--- src/design/assert_macros.svh ---
// assertion macros for the write buffer
`ifndef ASSERT_MACROS_SVH
`define ASSERT_MACROS_SVH
`ifndef SYNTHESIS
`define ASSERT_IMPL(label, clk, rst_n, prop) \
    label: assert property (@(posedge clk) disable iff (!rst_n) prop) \
        else $error("assertion failed");
`define ASSERT_NEVER(label, clk, rst_n, cond) \
    label: assert property (@(posedge clk) disable iff (!rst_n) !(cond)) \
        else $error("forbidden condition");
`else
`define ASSERT_IMPL(label, clk, rst_n, prop)
`define ASSERT_NEVER(label, clk, rst_n, cond)
`endif
`endif

--- src/design/iosmwb_pkg.sv ---
// package: types and constants of the merging i/o write buffer
package iosmwb_pkg;
    localparam int SLOTS_DEF = 4;
    localparam int BLOCK_BYTES_DEF = 64;
    localparam logic [6:0] LONG_WINDOW = 7'd32;

    localparam logic [1:0] KIND_STORE  = 2'd0;
    localparam logic [1:0] KIND_ISSUE  = 2'd1;
    localparam logic [1:0] KIND_FREE   = 2'd2;
    localparam logic [1:0] KIND_UNUSED = 2'd3;

    localparam logic [2:0] ST_MERGED = 3'd0;
    localparam logic [2:0] ST_ALLOC  = 3'd1;
    localparam logic [2:0] ST_OVER   = 3'd2;
    localparam logic [2:0] ST_ISSUED = 3'd3;
    localparam logic [2:0] ST_NONE   = 3'd4;
    localparam logic [2:0] ST_FREED  = 3'd5;

    localparam logic [1:0] SZ_BYTE = 2'd0;
    localparam logic [1:0] SZ_WORD = 2'd1;
    localparam logic [1:0] SZ_LONG = 2'd2;
    localparam logic [1:0] SZ_QUAD = 2'd3;

    localparam logic [1:0] CMD_BYTES = 2'd0;
    localparam logic [1:0] CMD_LONGS = 2'd1;
    localparam logic [1:0] CMD_QUADS = 2'd2;

    typedef struct packed {
        logic [1:0]  kind;
        logic [43:0] address;
        logic [63:0] store_data;
        logic [1:0]  size_code;
        logic [6:0]  tag;
        logic [1:0]  entry;
    } t_req;

    typedef struct packed {
        logic [2:0]  status;
        logic [1:0]  slot;
        logic [1:0]  command;
        logic [43:0] block_address;
        logic [63:0] byte_mask;
        logic [6:0]  byte_length;
        logic [63:0] data_word;
        logic [6:0]  done_tag;
        logic        last;
    } t_resp;

    // merge test result from the shared compare unit
    typedef struct packed {
        logic hit;
        logic [6:0] offset;
    } t_cmp;
endpackage

--- src/design/iosmwb_cmp.sv ---
// shared merge compare unit: tests one entry against a store
module iosmwb_cmp import iosmwb_pkg::*; (
    input  logic [43:0] i_slot_addr,
    input  logic [6:0]  i_slot_len,
    input  logic [1:0]  i_slot_size,
    input  logic        i_slot_ok,
    input  logic [43:0] i_pa,
    input  logic [1:0]  i_code,
    input  logic [6:0]  i_window,
    output t_cmp        o_cmp
);
    logic [44:0] w_end, w_pend, w_lim;
    logic [3:0]  w_len;
    always_comb begin
        w_len  = 4'd1 << i_code;
        w_end  = {1'b0, i_slot_addr} + {38'd0, i_slot_len};
        w_pend = {1'b0, i_pa} + {41'd0, w_len};
        w_lim  = {1'b0, i_slot_addr} + {38'd0, i_window};
        o_cmp.hit = i_slot_ok && (i_slot_size == i_code) &&
                    !(w_end > {1'b0, i_pa}) && !(w_pend > w_lim);
        o_cmp.offset = 7'(i_pa - i_slot_addr);
    end
endmodule

--- src/design/io_store_merge_write_buffer.sv ---
// top level of the merging i/o write buffer
// store: an entry scan, then the write of the data rows, then the result
// issue: an entry scan, then BLOCK_BYTES/8 results, or one none result if no entry waits
// free: the top pointer advances past freed entries, then the result
// sequential, one request at a time
// synchronous active-low reset clears valid, processed, pointers and config
`include "assert_macros.svh"
module io_store_merge_write_buffer import iosmwb_pkg::*; #(
    parameter int SLOTS = SLOTS_DEF,
    parameter int BLOCK_BYTES = BLOCK_BYTES_DEF
) (
    input  logic  i_clk,
    input  logic  i_rst_n,
    input  logic  i_valid,
    output logic  o_stall,
    input  t_req  i_req,
    output logic  o_valid,
    input  logic  i_stall,
    output t_resp o_resp,
    input  logic  i_cfg_we,
    input  logic  i_cfg_data
);
    localparam int SW = (SLOTS > 1) ? $clog2(SLOTS) : 1;
    localparam int WORDS = BLOCK_BYTES / 8;
    localparam int KW = $clog2(WORDS);

    localparam logic [2:0] S_IDLE = 3'd0, S_SCAN = 3'd1, S_WRITE = 3'd2,
                           S_OUT = 3'd3, S_ADV = 3'd4, S_RESP = 3'd5;

    // slot state
    logic [43:0] r_addr [SLOTS];
    logic [1:0]  r_size [SLOTS];
    logic [6:0]  r_len  [SLOTS];
    logic [63:0] r_mask [SLOTS];
    logic [6:0]  r_tag  [SLOTS];
    logic [SLOTS-1:0] r_valid, r_proc;
    logic [SW-1:0] r_top, r_bot;
    logic r_limit;
    // data bytes: one memory, eight bytes wide, written one quadword row at a time
    logic [63:0] r_mem [SLOTS*WORDS];

    logic [2:0]  r_state;
    t_req        r_req;
    logic [SW:0] r_i;          // scan step count
    logic [SW-1:0] r_s;        // chosen slot
    logic [6:0]  r_off;
    logic [KW:0] r_k;
    logic [1:0]  r_wstep;      // store write: up to two rows touched
    logic        r_merge;
    logic [63:0] r_rd;
    t_resp       r_out;
    logic        r_ov;

    logic [SW:0] w_span;
    logic [SW-1:0] w_p;
    logic [6:0]  w_win;
    t_cmp        w_cmp;
    logic [3:0]  w_len;

    assign w_span = SW'((r_bot - r_top)) + (SW+1)'(1);
    assign w_p = SW'(r_top + SW'(r_i));
    assign w_len = 4'd1 << r_req.size_code;
    assign w_win = (r_req.size_code == SZ_QUAD && !r_limit) ? 7'(BLOCK_BYTES) : LONG_WINDOW;

    iosmwb_cmp u_cmp (
        .i_slot_addr(r_addr[w_p]), .i_slot_len(r_len[w_p]), .i_slot_size(r_size[w_p]),
        .i_slot_ok(r_valid[w_p] && !r_proc[w_p]), .i_pa(r_req.address),
        .i_code(r_req.size_code), .i_window(w_win), .o_cmp(w_cmp)
    );

    assign o_stall = (r_state != S_IDLE) || r_ov;
    assign o_valid = r_ov;
    assign o_resp = r_out;

    // shifted store data and byte enables over two quadword rows
    logic [127:0] w_sh;
    logic [15:0]  w_be;
    logic [KW:0]  w_row;
    logic [63:0]  w_wd, w_bm;
    always_comb begin
        w_sh = {64'd0, r_req.store_data} << {r_off[2:0], 3'b000};
        w_be = {8'd0, 8'((9'd1 << w_len) - 9'd1)} << r_off[2:0];
        w_row = (KW+1)'(r_off[6:3]) + (KW+1)'(r_wstep[0]);
        w_wd = r_wstep[0] ? w_sh[127:64] : w_sh[63:0];
        w_bm = '0;
        for (int b = 0; b < 8; b++)
            w_bm[8*b +: 8] = {8{r_wstep[0] ? w_be[8+b] : w_be[b]}};
    end

    logic [63:0] w_rmask;
    always_comb begin
        w_rmask = '0;
        for (int b = 0; b < 8; b++)
            w_rmask[8*b +: 8] = {8{r_mask[r_s][8*r_k[KW-1:0] + b]}};
    end

    always_ff @(posedge i_clk) begin
        if (r_state == S_WRITE && w_row < (KW+1)'(WORDS) && (|w_be[8*r_wstep[0] +: 8]))
            r_mem[{r_s, w_row[KW-1:0]}] <=
                (r_mem[{r_s, w_row[KW-1:0]}] & ~w_bm) | (w_wd & w_bm);
        r_rd <= r_mem[{r_s, r_k[KW-1:0]}];
    end

    logic [63:0] w_nbits;
    assign w_nbits = (64'((65'd1 << w_len) - 65'd1)) << r_off;

    always_ff @(posedge i_clk) begin
        if (!i_rst_n) begin
            r_state <= S_IDLE; r_valid <= '0; r_proc <= '0;
            r_top <= '0; r_bot <= '0; r_limit <= 1'b0; r_ov <= 1'b0;
            for (int j = 0; j < SLOTS; j++) begin
                r_addr[j] <= '0; r_size[j] <= '0; r_len[j] <= '0;
                r_mask[j] <= '0; r_tag[j] <= '0;
            end
        end else begin
            if (i_cfg_we) r_limit <= i_cfg_data;
            if (r_ov && !i_stall) r_ov <= 1'b0;
            case (r_state)
                S_IDLE: begin
                    if (i_valid && !o_stall) begin
                        r_req <= i_req;
                        r_i <= '0;
                        r_out <= '0;
                        case (i_req.kind)
                            KIND_STORE: r_state <= S_SCAN;
                            KIND_ISSUE: r_state <= S_SCAN;
                            KIND_FREE: begin
                                r_s <= SW'(i_req.entry);
                                r_valid[SW'(i_req.entry)] <= 1'b0;
                                r_state <= S_ADV;
                            end
                            default: r_state <= S_IDLE;
                        endcase
                    end
                end
                S_SCAN: begin
                    if (r_req.kind == KIND_STORE) begin
                        if (r_req.size_code >= SZ_LONG && r_i < w_span && w_cmp.hit) begin
                            r_s <= w_p; r_off <= w_cmp.offset; r_merge <= 1'b1;
                            r_wstep <= '0; r_state <= S_WRITE;
                        end else if (r_req.size_code < SZ_LONG || r_i >= w_span) begin
                            // allocate
                            logic [SW-1:0] nb;
                            nb = r_valid[r_bot] ? SW'(r_bot + SW'(1)) : r_bot;
                            r_bot <= nb; r_s <= nb; r_off <= '0; r_merge <= 1'b0;
                            r_out.status <= r_valid[nb] ? ST_OVER : ST_ALLOC;
                            r_addr[nb] <= r_req.address; r_size[nb] <= r_req.size_code;
                            r_len[nb] <= 7'(w_len); r_tag[nb] <= r_req.tag;
                            r_mask[nb] <= 64'((65'd1 << w_len) - 65'd1);
                            r_proc[nb] <= 1'b0; r_valid[nb] <= 1'b1;
                            r_wstep <= '0; r_state <= S_WRITE;
                        end else r_i <= r_i + 1'b1;
                    end else begin
                        if (r_i >= w_span) begin
                            r_out.status <= ST_NONE; r_out.last <= 1'b1;
                            r_ov <= 1'b1; r_state <= S_RESP;
                        end else if (r_valid[w_p] && !r_proc[w_p]) begin
                            r_s <= w_p; r_proc[w_p] <= 1'b1; r_k <= '0;
                            r_state <= S_OUT;
                        end else r_i <= r_i + 1'b1;
                    end
                end
                S_WRITE: begin
                    if (r_wstep == 2'd0 && r_merge) begin
                        r_len[r_s] <= r_off + 7'(w_len);
                        r_mask[r_s] <= r_mask[r_s] | w_nbits;
                        r_out.status <= ST_MERGED;
                    end
                    if (r_wstep == 2'd1) begin
                        r_out.slot <= r_s; r_out.last <= 1'b1;
                        r_ov <= 1'b1; r_state <= S_RESP;
                    end else r_wstep <= r_wstep + 2'd1;
                end
                S_OUT: begin
                    // r_rd holds row r_k in the cycle after its address is set
                    if (!r_ov && r_wstep == 2'd3) begin
                        r_out.status <= ST_ISSUED; r_out.slot <= r_s;
                        r_out.command <= (r_size[r_s] == SZ_QUAD) ? CMD_QUADS :
                                         (r_size[r_s] == SZ_LONG) ? CMD_LONGS : CMD_BYTES;
                        r_out.block_address <= r_addr[r_s];
                        r_out.byte_mask <= r_mask[r_s];
                        r_out.byte_length <= r_len[r_s];
                        r_out.data_word <= r_rd & w_rmask;
                        r_out.last <= (r_k == (KW+1)'(WORDS-1));
                        r_ov <= 1'b1;
                        r_wstep <= '0;
                        if (r_k == (KW+1)'(WORDS-1)) r_state <= S_RESP;
                        else r_k <= r_k + 1'b1;
                    end else if (!r_ov) r_wstep <= 2'd3;
                end
                S_ADV: begin
                    if (r_i < w_span && !r_valid[w_p]) r_i <= r_i + 1'b1;
                    else begin
                        r_top <= w_p;
                        r_out.status <= ST_FREED; r_out.slot <= r_s;
                        r_out.done_tag <= r_tag[r_s]; r_out.last <= 1'b1;
                        r_ov <= 1'b1; r_state <= S_RESP;
                    end
                end
                S_RESP: if (!r_ov || !i_stall) r_state <= S_IDLE;
                default: r_state <= S_IDLE;
            endcase
        end
    end

    `ASSERT_NEVER(a_idle_no_out, i_clk, i_rst_n, (r_state == S_IDLE) && r_ov)
    `ASSERT_IMPL(a_busy_stall, i_clk, i_rst_n, (r_state != S_IDLE) |-> o_stall)
    `ASSERT_IMPL(a_issue_proc, i_clk, i_rst_n, (r_state == S_OUT) |-> r_proc[r_s])
endmodule

--- config.mk ---
export PLATFORM = sky130hd
export DESIGN_NAME = io_store_merge_write_buffer
export DESIGN_NICKNAME = d
export VERILOG_FILES = /design/src/design/iosmwb_pkg.sv /design/src/design/iosmwb_cmp.sv /design/src/design/io_store_merge_write_buffer.sv
export VERILOG_INCLUDE_DIRS = /design/src /design/src/design
export SDC_FILE = /design/constraint.sdc
export NUM_CORES = 2
export LEC_CHECK = 0
export BUFFER_PORTS_ARGS = -buffer_cell sky130_fd_sc_hd__buf_2
export CAP_MARGIN = 40
export CORE_MARGIN = 3
export CORE_UTILIZATION = 49
export CTS_BUF_LIST = sky130_fd_sc_hd__clkbuf_2
export CTS_CLUSTER_DIAMETER = 120
export DETAILED_ROUTE_END_ITERATION = 12
export PLACE_DENSITY_LB_ADDON = 0.3
export SLEW_MARGIN = 20
export SYNTH_ARGS = -nofsm -noshare
export SYNTH_HDL_FRONTEND = slang
export SYNTH_SLANG_ARGS = --single-unit
--- constraint.sdc ---
create_clock -name i_clk -period 27 [get_ports i_clk]
set_clock_uncertainty 0.05 [all_clocks]
set_input_delay 4.05 -clock i_clk [delete_from_list [all_inputs] [get_ports i_clk]]
set_output_delay 4.05 -clock i_clk [all_outputs]
set_load 0.02 [all_outputs]
=== Word level (Yosys, flattened, before mapping) ===
Memories as Yosys holds them, arrays and structs flattened. A register that Yosys moved wholly into a read port is not among the register bits.
Cells that the tools add are included.

* Bits in registers: 349
* Bits in latches: 0
* Bits in writable memories: 2,544
* Bits in read-only memories: 0
* Output and inout port bits: 196
* Word-level logic and storage cells: 377
* Memories kept: 6

* Add/subtract/negate cells: 22
* $mul: 0
* Divide/modulo/power cells: 0
* Order comparisons: 22
* Eq/ne operators: 46
* Shift operators: 7
* Muxes and demuxes: 165
* Bitwise gates (word level): 14
* Reduce and logical (&&, ||, !) cells: 68

{| class="wikitable"
|+ Memory list
! name !! depth !! bits a word !! read ports !! clocked after Yosys merged registers in !! wr ports !! line !! source
|-
| r_mem || 32 || 64 || 2 || 1 || 1 || io_store_merge_write_buffer.sv:40 || <nowiki>logic [63:0] r_mem [SLOTS*WORDS];</nowiki>
|-
| r_mask || 4 || 64 || 1 || 1 || 4 || io_store_merge_write_buffer.sv:34 || <nowiki>logic [63:0] r_mask [SLOTS];</nowiki>
|-
| r_addr || 4 || 44 || 2 || 1 || 4 || io_store_merge_write_buffer.sv:31 || <nowiki>logic [43:0] r_addr [SLOTS];</nowiki>
|-
| r_len || 4 || 7 || 2 || 1 || 4 || io_store_merge_write_buffer.sv:33 || <nowiki>logic [6:0] r_len [SLOTS];</nowiki>
|-
| r_tag || 4 || 7 || 1 || 1 || 4 || io_store_merge_write_buffer.sv:35 || <nowiki>logic [6:0] r_tag [SLOTS];</nowiki>
|-
| r_size || 4 || 2 || 2 || 1 || 4 || io_store_merge_write_buffer.sv:32 || <nowiki>logic [1:0] r_size [SLOTS];</nowiki>
|}

{| class="wikitable"
|+ Operators by type and width
! cell !! count
|-
| $pmux W181 S2 || 1
|-
| $mux W194 || 1
|-
| $and A64 B64 Y64 || 3
|-
| $mux W64 || 3
|-
| $mux W186 || 1
|-
| $or A64 B64 Y64 || 2
|-
| $reduce_or A64 Y1 || 2
|-
| $shl A64 B6 Y128 || 1
|-
| $add A44 B7 Y45 || 2
|-
| $mux W3 || 23
|-
| $not A64 Y64 || 1
|-
| $shl A1 B4 Y64 const A || 1
|-
| $shl A64 B7 Y64 || 1
|-
| $sub A64 B1 Y64 const B || 1
|-
| $mux W2 || 30
|-
| $mux W4 || 15
|-
| $mux W1 || 55
|-
| $lt A7 B7 Y1 const B || 7
|-
| $add A44 B4 Y45 || 1
|-
| $gt A45 B44 Y1 || 1
|-
| $gt A45 B45 Y1 || 1
|-
| $mux W44 || 1
|-
| $reduce_or A44 Y1 || 1
|-
| $bmux W1 S6 || 7
|-
| 79 further kinds || 182
|}

=== Longest topological paths before layout ===
* Depth in word-level cells: 17
* Gate-level depth with buffers: 34

=== Hierarchy ===
Synthesis repeated with hierarchy kept, for this count alone.

* Cells, all modules: 8,328
* Area, all modules: 141,294.3 µm²

{| class="wikitable"
|+ By module, submodules not included
! module !! times used !! cells each !! area an instance (µm²) !! seq. area each (µm²)
|-
| io_store_merge_write_buffer || 1 || 7,585 || 135,996.7 || 88,024.4
|-
| iosmwb_cmp || 1 || 743 || 5,297.6 || 0.0
|}

=== Worst setup path after synthesis ===
Ideal clock, no wire load.

* Kind: input port to flip-flop
* Start point: input i_rst_n
* End point: register r_out, in the netlist o_resp[100] (enable)
* Setup time: 1,227 ps
* Arrival time: 22,615 ps
* Required time: 25,723 ps
* Slack: 3,108 ps
* Stages on the path: 2
* Cell sequence: clkinv_1 nor4b_1

* Word-level cells in the longest chain between the ends: 1

{| class="wikitable"
|+ RTL lines
! what !! line !! source
|-
| start, declared || io_store_merge_write_buffer.sv:13 || <nowiki>input logic i_rst_n,</nowiki>
|-
| $reduce_and A4 Y1 (no source line) || - ||
|-
| end, declared || io_store_merge_write_buffer.sv:51 || <nowiki>t_resp r_out;</nowiki>
|}

Every way passes these cells.
A chain may end at the register's enable or synchronous reset.

==> results.txt <==
Critical Path AT - 11.25 ns
Crit Reg-Reg Startpoint - r_i[0]
Leak - 55.1 nW
Final WS setup - 17.53 ns
layout cells sized above 1 - 33.8%
outcome - complete, no violations
CTS buffer count - 743
Setup TNS - 0 ns
hold crit path type - register to register
Post-synth EDFFs - 2876
Synth Cell Area - 141000 sq um
Post-CTS Repair Setup Buffers - 0
Yosys reg bits - 2959
final std cells w/o fill - 13700
GRT Total Usage - 30.3%
Hold Worst Slack - 0.361 ns
Setup WS pre-CTS - 17.29 ns
Crit Path Max Fanout - 54
Fin. Hold Viols - 0
minimum clock period - 9.47 ns
Final Util - 55.1%
CTS root buf - clkbuf_2
CP Launch Type - register
port bufs - 322
Max VDD drop - 50.9 uV
total chip power - 11.4 mW
Worst-Skew Late Latency - 2.20 ns
share of synthesized cell area in and, or, nand and nor gates - 6.02%
WL final - 453 mm
post-synthesis cell count - 8539
CTS tree - done
Final #Nets - 9648
relative slew slack - 17.5%
Core Box Area - 286000 sq um
starting density of the core - 49.3%
count of cell types in the netlist - 85
Finish-stage setup viols - 0
Layout area overhead - 11.6%
routability congestion estimate - 0.949
antenna violations before repair - 39
Max Cap Viol - 0
Hold Path Stages - 1
DR iter-0 viols - 12900
hold_buf cts - 0
Die Wd - 543 um
flop2flop setup slack - 17.53 ns
clock share of power - 26.6%
syn avg cell area - 16.5 sq um
Setup crit end - r_mask[2][36]
first-pass GRT wire length - 645 mm
Comb pwr share - 24.0%
compound-cell area share of the yosys netlist - 4.94%
vias - 92200
Pre-Repair DR Iteration Count - 6
pin count of the biggest net entering global routing - 100
Internal Power - 7.66 mW
vias per inst - 6.71
Final period util - 35.1%
Post-Synth Adder-Cell Area - 1.18%
Crit Path Category - register to register
placed cells - 12400
Worst Tran Pin Value - 1.24 ns
power per cell area - 72.7 nW/um^2
crit end category - register
wire per inst - 32.9 um
CP required - 28.78 ns
post-CTS sizing - 0
Switching Fraction - 33.0%
Cell Area, Placed - 150000 sq um
largest family of logic cells by synthesized area - multiplexers
Main synth FF type - edfxtp_1
asr flop ratio synth - 0%
IO Pins - 323
crit path launch - r_i[0]
H-tree levels - 6
xor/xnor cell area share of the yosys netlist - 0.977%
Chip Height - 543 um
syn_nets - 8794
row count - 196
Reg power frac - 49.4%
Detailed Place HPWL - 278 mm
R2R cell count - 25
deepest clock path buffer count - 4
Switch Pwr - 3.78 mW
Warnings, synthesis - 0
Max Slew Vio Count - 0
post-synthesis mux area share - 22.2%
Sink Count - 2959
clk slew on worst S/H paths - 0.09 ns
Seq/Total Area, Yosys - 62.4%
Overflow after GRT - 0
Fmax - 106 MHz
vias in the first global route - 92000
DRC viols - 0
FILL cells - 22600
ANT nets after route - 0
RSZ-0062 raised after global routing - false
worst reg2reg path endpoint - r_mask[2][36]
die area - 294000 sq um
cell area after layout - 157000 sq um
[placed cells by master, fill, tap and decap left out, drive strengths merged, types with 167 or more instances in the layout]
master / instances
nand2: 509
mux4: 1217
a21oi: 272
clkbuf: 1041
buf: 725
a22oi: 167
inv: 245
o22ai: 173
mux2i: 351
nor2: 509
edfxtp: 2876
and3: 197
clkinv: 226
[power groups by stage]
stage	Clock [mW]	Sequential (mW)	Combinational, mW
after floorplan	0	5.88	1.62
after global placement	0	5.76	2.55
after detailed placement	0	5.75	2.70
after CTS	3.09	5.65	2.71
after global routing	3.33	5.67	2.93
final	3.04	5.65	2.75
[cell usage after synthesis (36+ instances only)]
library cell  instances  area share (%)
a211oi_1             50            0.27
a21o_1               37            0.20
a21oi_1             271            0.96
a22oi_1             167            0.89
and2_1               89            0.39
and3_1              197            0.87
buf_1               191            0.51
clkbuf_1            385             1.0
dfxtp_1              83             1.2
edfxtp_1           2876              61
ha_1                123             1.1
inv_1               211            0.56
mux2_2               37            0.30
mux2i_1             351             2.5
mux4_2             1217              19
nand2_1             509             1.4
nand3_1              83            0.29
nand4_1              60            0.27
nor2_1              509             1.4
nor2b_1              36            0.16
nor3_1              119            0.42
o21ai_0             143            0.51
o22ai_1             173            0.77
or2_2                77            0.34
xnor2_1             102            0.63
xor2_1               50            0.31
[worst min-delay path by stage]
stage              start         end
3_5_place_dp   r_proc[3]   r_proc[3]
4_1_cts         r_rd[11]  o_resp[19]
6_report        r_rd[11]  o_resp[19]
2_1_floorplan  r_proc[3]   r_proc[3]
3_3_place_gp   r_proc[3]   r_proc[3]
5_1_grt         r_rd[11]  o_resp[19]
[state kept, by name (all words and copies together) (netlist names), 3 cells and up, named ones only]
| register | count |
|---|---|
| r_addr | 176 |
| r_rd | 64 |
| r_off | 7 |
| r_valid | 4 |
| r_mem | 2048 |
| r_proc | 4 |
| r_i | 3 |
| r_len | 28 |
| r_tag | 28 |
| o_resp | 194 |
| r_mask | 256 |
| r_state | 3 |
| r_size | 8 |
| r_req | 119 |
| r_k | 4 |
[logic make-up after synthesis]
logic type / after synthesis
flip-flops: 2959
XOR/XNOR: 154
buffers and inverters: 831
other: 2
AND/OR/NAND/NOR: 1786
adder cells (fa/ha/maj): 130
AO/OA/AOI/OAI: 1072
multiplexers: 1605
[layout make-up]
cell class              instances  area, sq um  share of cell area, %
diodes                         15         37.5                 0.0238
clock buffers                1040         5200                   3.31
clock inverters               280         1490                  0.943
inverters                     214          803                  0.510
multi-input cells            4749        50800                   32.2
flip-flops and latches       2959        88000                   55.9
well taps                    3762         4710                   2.99
repair buffers                726         6390                   4.06
[per-layer routing]
metal | routed length (um) | global-route usage [%] | vias up
met5 | 150 | 0 | -
met4 | 18900 | 11.9 | 20
met3 | 62600 | 9.40 | 1108
met2 | 207000 | 46.1 | 6787
met1 | 164000 | 41.0 | 47300
li1 | - | - | 37000
[critical path, cell delays in order (launching register included)]
cell and delay (ns):
edfxtp_1 0.48, ha_4 0.22, xor3_4 0.74, buf_4 0.61, mux4_2 0.45, ha_1 0.44, o21a_1 0.15, o21ai_0 0.08
a21oi_1 0.19, o211ai_1 0.27, or2_2 0.47, nor3_1 0.53, nand2_1 0.15, xnor2_1 0.16, ha_1 0.30, nand4_1 0.13
or4_1 0.51, or2_2 0.31, a211oi_1 0.31, o21a_1 0.41, nand3_1 0.52, a31oi_4 0.28, buf_4 0.30, buf_16 0.30
nand2_4 0.35, buf_16 0.34
(Power assumes the default switching activity.)
